$ cat config.mk
export PLATFORM = sky130hd
export DESIGN_NAME = jpeg_marker_segment_walker_unit
export DESIGN_NICKNAME = d
export VERILOG_FILES = /design/src/rtl/jmsw_pkg.sv /design/src/rtl/jpeg_marker_segment_walker_unit.sv
export SDC_FILE = /design/constraint.sdc
export NUM_CORES = 1
export LEC_CHECK = 0
export ABC_AREA = 1
export BUFFER_PORTS_ARGS = -buffer_cell sky130_fd_sc_hd__clkbuf_2
export CAP_MARGIN = 30
export CORE_MARGIN = 2
export CORE_UTILIZATION = 55
export CTS_CLUSTER_DIAMETER = 30
export DETAILED_ROUTE_END_ITERATION = 8
export PLACE_DENSITY = 0.77
export SLEW_MARGIN = 25
export SYNTH_ARGS = -nofsm -noshare
export SYNTH_HDL_FRONTEND = slang
export SYNTH_SLANG_ARGS = --single-unit
$ cat constraint.sdc
create_clock -name clk -period 3.3 [get_ports clk]
set_input_delay 0.33 -clock clk [delete_from_list [all_inputs] [get_ports clk]]
set_output_delay 0.33 -clock clk [all_outputs]
set_load 0.1 [all_outputs]
$ cat src/rtl/jmsw_pkg.sv
package jmsw_pkg;

  localparam int OFFSET_BITS = 24;
  localparam int FIELD_W = 24;

  localparam logic [2:0] ST_FOUND     = 3'd0;
  localparam logic [2:0] ST_BAD_SOI   = 3'd1;
  localparam logic [2:0] ST_NO_FF     = 3'd2;
  localparam logic [2:0] ST_SHORT_LEN = 3'd3;
  localparam logic [2:0] ST_EARLY_END = 3'd4;
  localparam logic [2:0] ST_TOO_LONG  = 3'd5;

  localparam logic [7:0] MK_PREFIX = 8'hFF;
  localparam logic [7:0] MK_SOI    = 8'hD8;
  localparam logic [7:0] MK_TEM    = 8'h01;
  localparam logic [7:0] MK_RST0   = 8'hD0;
  localparam logic [7:0] MK_RST7   = 8'hD7;
  localparam logic [7:0] MK_SOF0   = 8'hC0;
  localparam logic [7:0] MK_SOF1   = 8'hC1;
  localparam logic [7:0] MK_SOS    = 8'hDA;

  typedef struct packed {
    logic [7:0] data_byte;
    logic       last_byte;
  } in_t;

  typedef struct packed {
    logic [2:0]         status;
    logic [FIELD_W-1:0] scan_offset;
    logic [FIELD_W-1:0] height_offset;
  } out_t;

endpackage

$ cat src/rtl/jpeg_marker_segment_walker_unit.sv
// Path: an accepted byte waits in the input register; a result it completes moves on to the result register.
// Throughput: one byte per cycle while results are taken; a held result stalls the
// walker, and the input register can take at most one more byte until it leaves.
// Reset (rst_n low, synchronous) empties both registers and rearms the walker to
// expect the first start-of-image byte at offset zero.
module jpeg_marker_segment_walker_unit (
  input  logic          clk,
  input  logic          rst_n,
  input  logic          in_valid,
  output logic          in_ready,
  input  jmsw_pkg::in_t  in_data,
  output logic          out_valid,
  input  logic          out_ready,
  output jmsw_pkg::out_t out_data
);
  import jmsw_pkg::*;

  localparam logic [2:0] PH_SOI0   = 3'd0;
  localparam logic [2:0] PH_SOI1   = 3'd1;
  localparam logic [2:0] PH_PREFIX = 3'd2;
  localparam logic [2:0] PH_CODE   = 3'd3;
  localparam logic [2:0] PH_LEN_HI = 3'd4;
  localparam logic [2:0] PH_LEN_LO = 3'd5;
  localparam logic [2:0] PH_BODY   = 3'd6;
  localparam logic [2:0] PH_IGNORE = 3'd7;

  localparam logic [OFFSET_BITS-1:0] POS_MAX = '1;

  logic                   s1_valid_r;
  in_t                    s1_data_r;
  logic                   out_valid_r;
  out_t                   out_data_r;
  out_t                   out_data_nxt;

  logic [2:0]             phase_r, phase_nxt;
  logic [OFFSET_BITS-1:0] pos_r, pos_nxt;
  logic [7:0]             marker_r, marker_nxt;
  logic [15:0]            seg_len_r, seg_len_nxt;
  logic [15:0]            skip_r, skip_nxt;
  logic [OFFSET_BITS-1:0] fho_r, fho_nxt;

  logic                   out_free;
  logic                   s1_go;
  logic                   has_res;
  logic [2:0]             res_status;
  logic [OFFSET_BITS-1:0] scan_pos;
  logic                   tail;
  logic                   standalone;
  logic [7:0]             b;
  logic [OFFSET_BITS+FIELD_W-1:0] scan_ext;
  logic [OFFSET_BITS+FIELD_W-1:0] fho_ext;

  assign out_free  = !out_valid_r || out_ready;
  assign s1_go     = s1_valid_r && out_free;
  assign in_ready  = !s1_valid_r || out_free;
  assign out_valid = out_valid_r;
  assign out_data  = out_data_r;
  assign b         = s1_data_r.data_byte;

  assign standalone = (b == MK_SOI) || (b == MK_TEM) || ((b >= MK_RST0) && (b <= MK_RST7));

  always_comb begin
    phase_nxt   = phase_r;
    pos_nxt     = pos_r;
    marker_nxt  = marker_r;
    seg_len_nxt = seg_len_r;
    skip_nxt    = skip_r;
    fho_nxt     = fho_r;
    has_res     = 1'b0;
    res_status  = ST_FOUND;
    scan_pos    = '0;
    tail        = 1'b0;

    if (phase_r != PH_IGNORE) begin
      if (pos_r == POS_MAX) begin
        has_res    = 1'b1;
        res_status = ST_TOO_LONG;
      end else begin
        pos_nxt = pos_r + 1'b1;
        case (phase_r)
          PH_SOI0: begin
            if (b != MK_PREFIX) begin
              has_res    = 1'b1;
              res_status = ST_BAD_SOI;
            end else begin
              phase_nxt = PH_SOI1;
            end
          end
          PH_SOI1: begin
            if (b != MK_SOI) begin
              has_res    = 1'b1;
              res_status = ST_BAD_SOI;
            end else begin
              phase_nxt = PH_PREFIX;
            end
          end
          PH_PREFIX: begin
            if (b != MK_PREFIX) begin
              has_res    = 1'b1;
              res_status = ST_NO_FF;
            end else begin
              phase_nxt = PH_CODE;
            end
          end
          PH_CODE: begin
            marker_nxt = b;
            phase_nxt  = standalone ? PH_PREFIX : PH_LEN_HI;
          end
          PH_LEN_HI: begin
            seg_len_nxt = {b, 8'h00};
            phase_nxt   = PH_LEN_LO;
          end
          PH_LEN_LO: begin
            seg_len_nxt = {seg_len_r[15:8], b};
            if (seg_len_nxt < 16'd2) begin
              has_res    = 1'b1;
              res_status = ST_SHORT_LEN;
            end else begin
              if ((marker_r == MK_SOF0) || (marker_r == MK_SOF1)) begin
                fho_nxt = pos_r + OFFSET_BITS'(2);
              end
              skip_nxt = seg_len_nxt - 16'd2;
              tail     = 1'b1;
            end
          end
          PH_BODY: begin
            skip_nxt = skip_r - 16'd1;
            tail     = 1'b1;
          end
          default: begin
          end
        endcase
        if (tail) begin
          if (skip_nxt != 16'd0) begin
            phase_nxt = PH_BODY;
          end else if (marker_r == MK_SOS) begin
            has_res    = 1'b1;
            res_status = ST_FOUND;
            scan_pos   = pos_r + 1'b1;
          end else begin
            phase_nxt = PH_PREFIX;
          end
        end
      end
      if (!has_res && s1_data_r.last_byte) begin
        has_res    = 1'b1;
        res_status = ST_EARLY_END;
      end
      if (has_res && !s1_data_r.last_byte) begin
        phase_nxt = PH_IGNORE;
      end
    end

    scan_ext = {{FIELD_W{1'b0}}, scan_pos};
    fho_ext  = {{FIELD_W{1'b0}}, fho_nxt};
    out_data_nxt.status        = res_status;
    out_data_nxt.scan_offset   = scan_ext[FIELD_W-1:0];
    out_data_nxt.height_offset = fho_ext[FIELD_W-1:0];

    if (s1_data_r.last_byte && (has_res || phase_r == PH_IGNORE)) begin
      phase_nxt   = PH_SOI0;
      pos_nxt     = '0;
      marker_nxt  = '0;
      seg_len_nxt = '0;
      skip_nxt    = '0;
      fho_nxt     = '0;
    end
  end

  always_ff @(posedge clk) begin
    if (!rst_n) begin
      s1_valid_r  <= 1'b0;
      out_valid_r <= 1'b0;
      phase_r     <= PH_SOI0;
      pos_r       <= '0;
      marker_r    <= '0;
      seg_len_r   <= '0;
      skip_r      <= '0;
      fho_r       <= '0;
    end else begin
      if (in_valid && in_ready) begin
        s1_valid_r <= 1'b1;
      end else if (s1_go) begin
        s1_valid_r <= 1'b0;
      end
      if (s1_go && has_res) begin
        out_valid_r <= 1'b1;
      end else if (out_ready) begin
        out_valid_r <= 1'b0;
      end
      if (s1_go) begin
        phase_r   <= phase_nxt;
        pos_r     <= pos_nxt;
        marker_r  <= marker_nxt;
        seg_len_r <= seg_len_nxt;
        skip_r    <= skip_nxt;
        fho_r     <= fho_nxt;
      end
    end
  end

  always_ff @(posedge clk) begin
    if (in_valid && in_ready) begin
      s1_data_r <= in_data;
    end
    if (s1_go && has_res) begin
      out_data_r <= out_data_nxt;
    end
  end

endmodule

==> reports/results.ini <==
[sta]
fin_crit_sh_pct=90.4
setup-violations-final=0
hold_ws_ns=0.0786
tightest_slew_ns=0.754
hold_viol=0
rsz0062_at_grt=no
relSlewSlack_pct=49.7
finClkSkew_ns=0.0127
layout_setup_ws_ns=0.318
drv_slew=0
period_needed_ns=2.98
clock.fmax_mhz=335
fin_tns_setup_ns=0

[synth]
syn_avg_cell_area_sq_um=7.74
synth-seq-area-share_pct=44.1
synth_fp_nets=1044
syn-cell-area_sq_um=7940
yosys_warnings=0
async_reset_ff_share_pct=0
synth_seq_cells=145
netlist_instances=1027
ys.flop_type=dfxtp_1
synth.distinct_cells=45
synth-edff-count=60

[power]
pwr-share-seq_pct=44.7
power.internal_mw=3.07
p_clk_share_pct=43.5
p_total_mw=4.37
comb_power_share_pct=11.8
swShare_pct=29.8
p_sw_mw=1.30
ir_worst_vdd_mv=0.414
leakage_nw=3.41
pwr_density_cell_nw_per_um2=482

[grt]
grt_pass1_vias=6247
grt_pass1_wl_um=31500
antenna_found_initial=0
overflow=0
grt_start_max_net_pins=41
track_usage_pct=26.6

[cts]
postCtsHoldBufs=0
clkSinkCount=145
cts_made_buffers=17
ctsResizeCount=0
clkTransAtPathRegs_ns=0.06
h-tree-depth=4
cts-root-buf=clkbuf_16
cts_buffer_depth=2
clk_latency_ns=0.43
cts_setup_buffers=0
cts_tree=yes

[placed_design]
place.gp.congestion=0.965
place.detailed.hpwl_um=13900
place_area_sq_um=8460
pre_cts_slack_ns=0.343
numPortBuffers=65

[routing]
drt_iter0_drc=649
wire_per_inst_um=15.1
drcViolationCount=0
vias_per_cell=5.41
drt-total-wl_um=19400
highest_layer=met4
drt_pass1_iterations=6
wl_met2_um=8450
vias=6957
detail-route-antenna-nets=0
met1_length_um=9090
routed-wl-met3_um=1620

[flow_run]
maxCapViolCount=0

[cells_and_area]
post-route-cell-area_sq_um=9050
area.growth.synth_to_final_pct=14.0
antenna_cells=0
finalNetCount=1110
drive_gt1_share_pct=16.8

[setup_path]
worstPathArrival_ns=3.11
critPathLaunchType=flop
worstPathMaxFanout=25
crit_type=reg -> reg
worst-endpoint-required_ns=3.43
end_kind=flop

[floorplanning]
fp.dieH_um=124
dieWidth_um=124
core_sq_um=14000
start_util_pct=56.8
boundaryPins=66
floorplan.die_area_sq_um=15400
rows=43

[hold_path]
hp-class=in -> reg

[outcome]
status=complete, no violations

==> metal layers <==
metal  global-route usage [%]  vias up
li1                         -     3489
met1                     39.8     3152
met2                     39.1      291
met3                     4.99       25
met4                     7.58        0
met5                        0        -
==> worst max-delay path, cell delays in order, from the launching register on <==
cell        delay, ns
edfxtp_1         0.46
inv_2            0.16
ha_1             0.20
nand3_2          0.10
nor2_1           0.31
xor2_1           0.24
nor2_2           0.07
nor2_4           0.09
nand3_2          0.08
nor2_2           0.15
nand4_2          0.16
nand3_1          0.10
nand2_1          0.11
clkinvlp_4       0.23
buf_12           0.22
==> per-stage QoR <==
step                instances  utilization [%]
floorplan                1027                -
CTS                      1284             64.6
detailed placement       1252             60.5
global route             1286             64.7
finish                   1286             64.7
global placement         1252             60.5
==> synth_stat cells, types with 12 or more instances <==
cell / n / share of area, %
edfxtp_1: 60 / 23
xor2_1: 28 / 3.1
nand2_1: 291 / 14
inv_1: 100 / 4.7
nand3_1: 72 / 4.5
nor2_4: 25 / 3.5
dfxtp_1: 85 / 21
o21ai_0: 40 / 2.5
clkbuf_1: 20 / 0.95
buf_2: 12 / 0.76
nor2_1: 88 / 4.2
nand4_1: 16 / 1.3
a21oi_1: 87 / 5.5
==> power groups by stage <==
| stage | logic [mW] | clock network [mW] | registers (mW) |
|---|---|---|---|
| final | 0.514 | 1.90 | 1.95 |
| after CTS | 0.511 | 1.91 | 1.95 |
| after global placement | 0.510 | 0 | 1.99 |
| after floorplan | 0.169 | 0 | 2.23 |
| after global routing | 0.543 | 1.99 | 1.96 |
| after detailed placement | 0.509 | 0 | 1.99 |
==> cell type report <==
type / count / area, sq um
tap: 180 / 225
clock buffer: 17 / 425
clock inverter: 15 / 148
inverter: 107 / 405
fill: 1188 / 4930
timing repair buffer: 86 / 538
multi-input combinational: 736 / 3810
sequential: 145 / 3500
==> flip-flops by register name, indices dropped and copies added (netlist names) <==
| name | cells |
|---|---|
| fho_r | 24 |
| out_valid | 1 |
| pos_r | 24 |
| out_data | 51 |
| phase_r | 3 |
| seg_len_r | 8 |
| b | 8 |
| skip_r | 16 |
| s1_valid_r | 1 |
| marker_r | 8 |
| s1_data_r | 1 |
==> worst paths after layout <==
kind / slack, ns / startpoint / cells after the start / endpoint
max: 0.32 / b[1]$_DFFE_PP_ / 14 / out_data[45]$_SDFFCE_PP0P_
min: 0.08 / in_data[6] / 1 / b[5]$_DFFE_PP_
max reg2reg: 0.32 / b[1]$_DFFE_PP_ / 14 / out_data[45]$_SDFFCE_PP0P_
min reg2reg: 0.47 / fho_r[2]$_SDFFE_PN0P_ / 2 / fho_r[2]$_SDFFE_PN0P_
==> logic make-up after synthesis <==
| logic type | count (synthesis) | synth area share (%) |
|---|---|---|
| compound gates | 151 | 10.3 |
| xor+xnor | 36 | 3.97 |
| fa+ha+maj | 4 | 0.630 |
| buf+inv | 146 | 7.99 |
| flops | 145 | 44.1 |
| mux | 3 | 0.425 |
| simple gates | 542 | 32.6 |
==> placed cells by master (no fill, tap or decap), types with 3 or more instances in the layout <==
cell type,netlist,layout
nand2_1,291,291
inv_1,100,98
nor2_1,88,87
a21oi_1,87,87
dfxtp_1,85,85
nand3_1,72,72
clkbuf_2,0,65
edfxtp_1,60,60
o21ai_0,40,40
xor2_1,28,28
nor2_4,25,25
clkbuf_16,0,17
nand4_1,16,16
buf_4,0,15
nor3_1,11,11
a211oi_1,10,10
xnor2_1,8,8
inv_2,6,7
nor2_2,6,7
or2_2,6,7
a31oi_1,6,6
inv_6,0,5
nor2_8,4,4
clkinvlp_4,0,4
ha_1,4,4
buf_12,3,4
nand2_4,3,3
nand2_2,3,3
nand3_2,3,3
nor4_1,3,3
mux2_2,3,3
inv_8,0,3
Note: power is estimated with default switching activity, not from simulation.
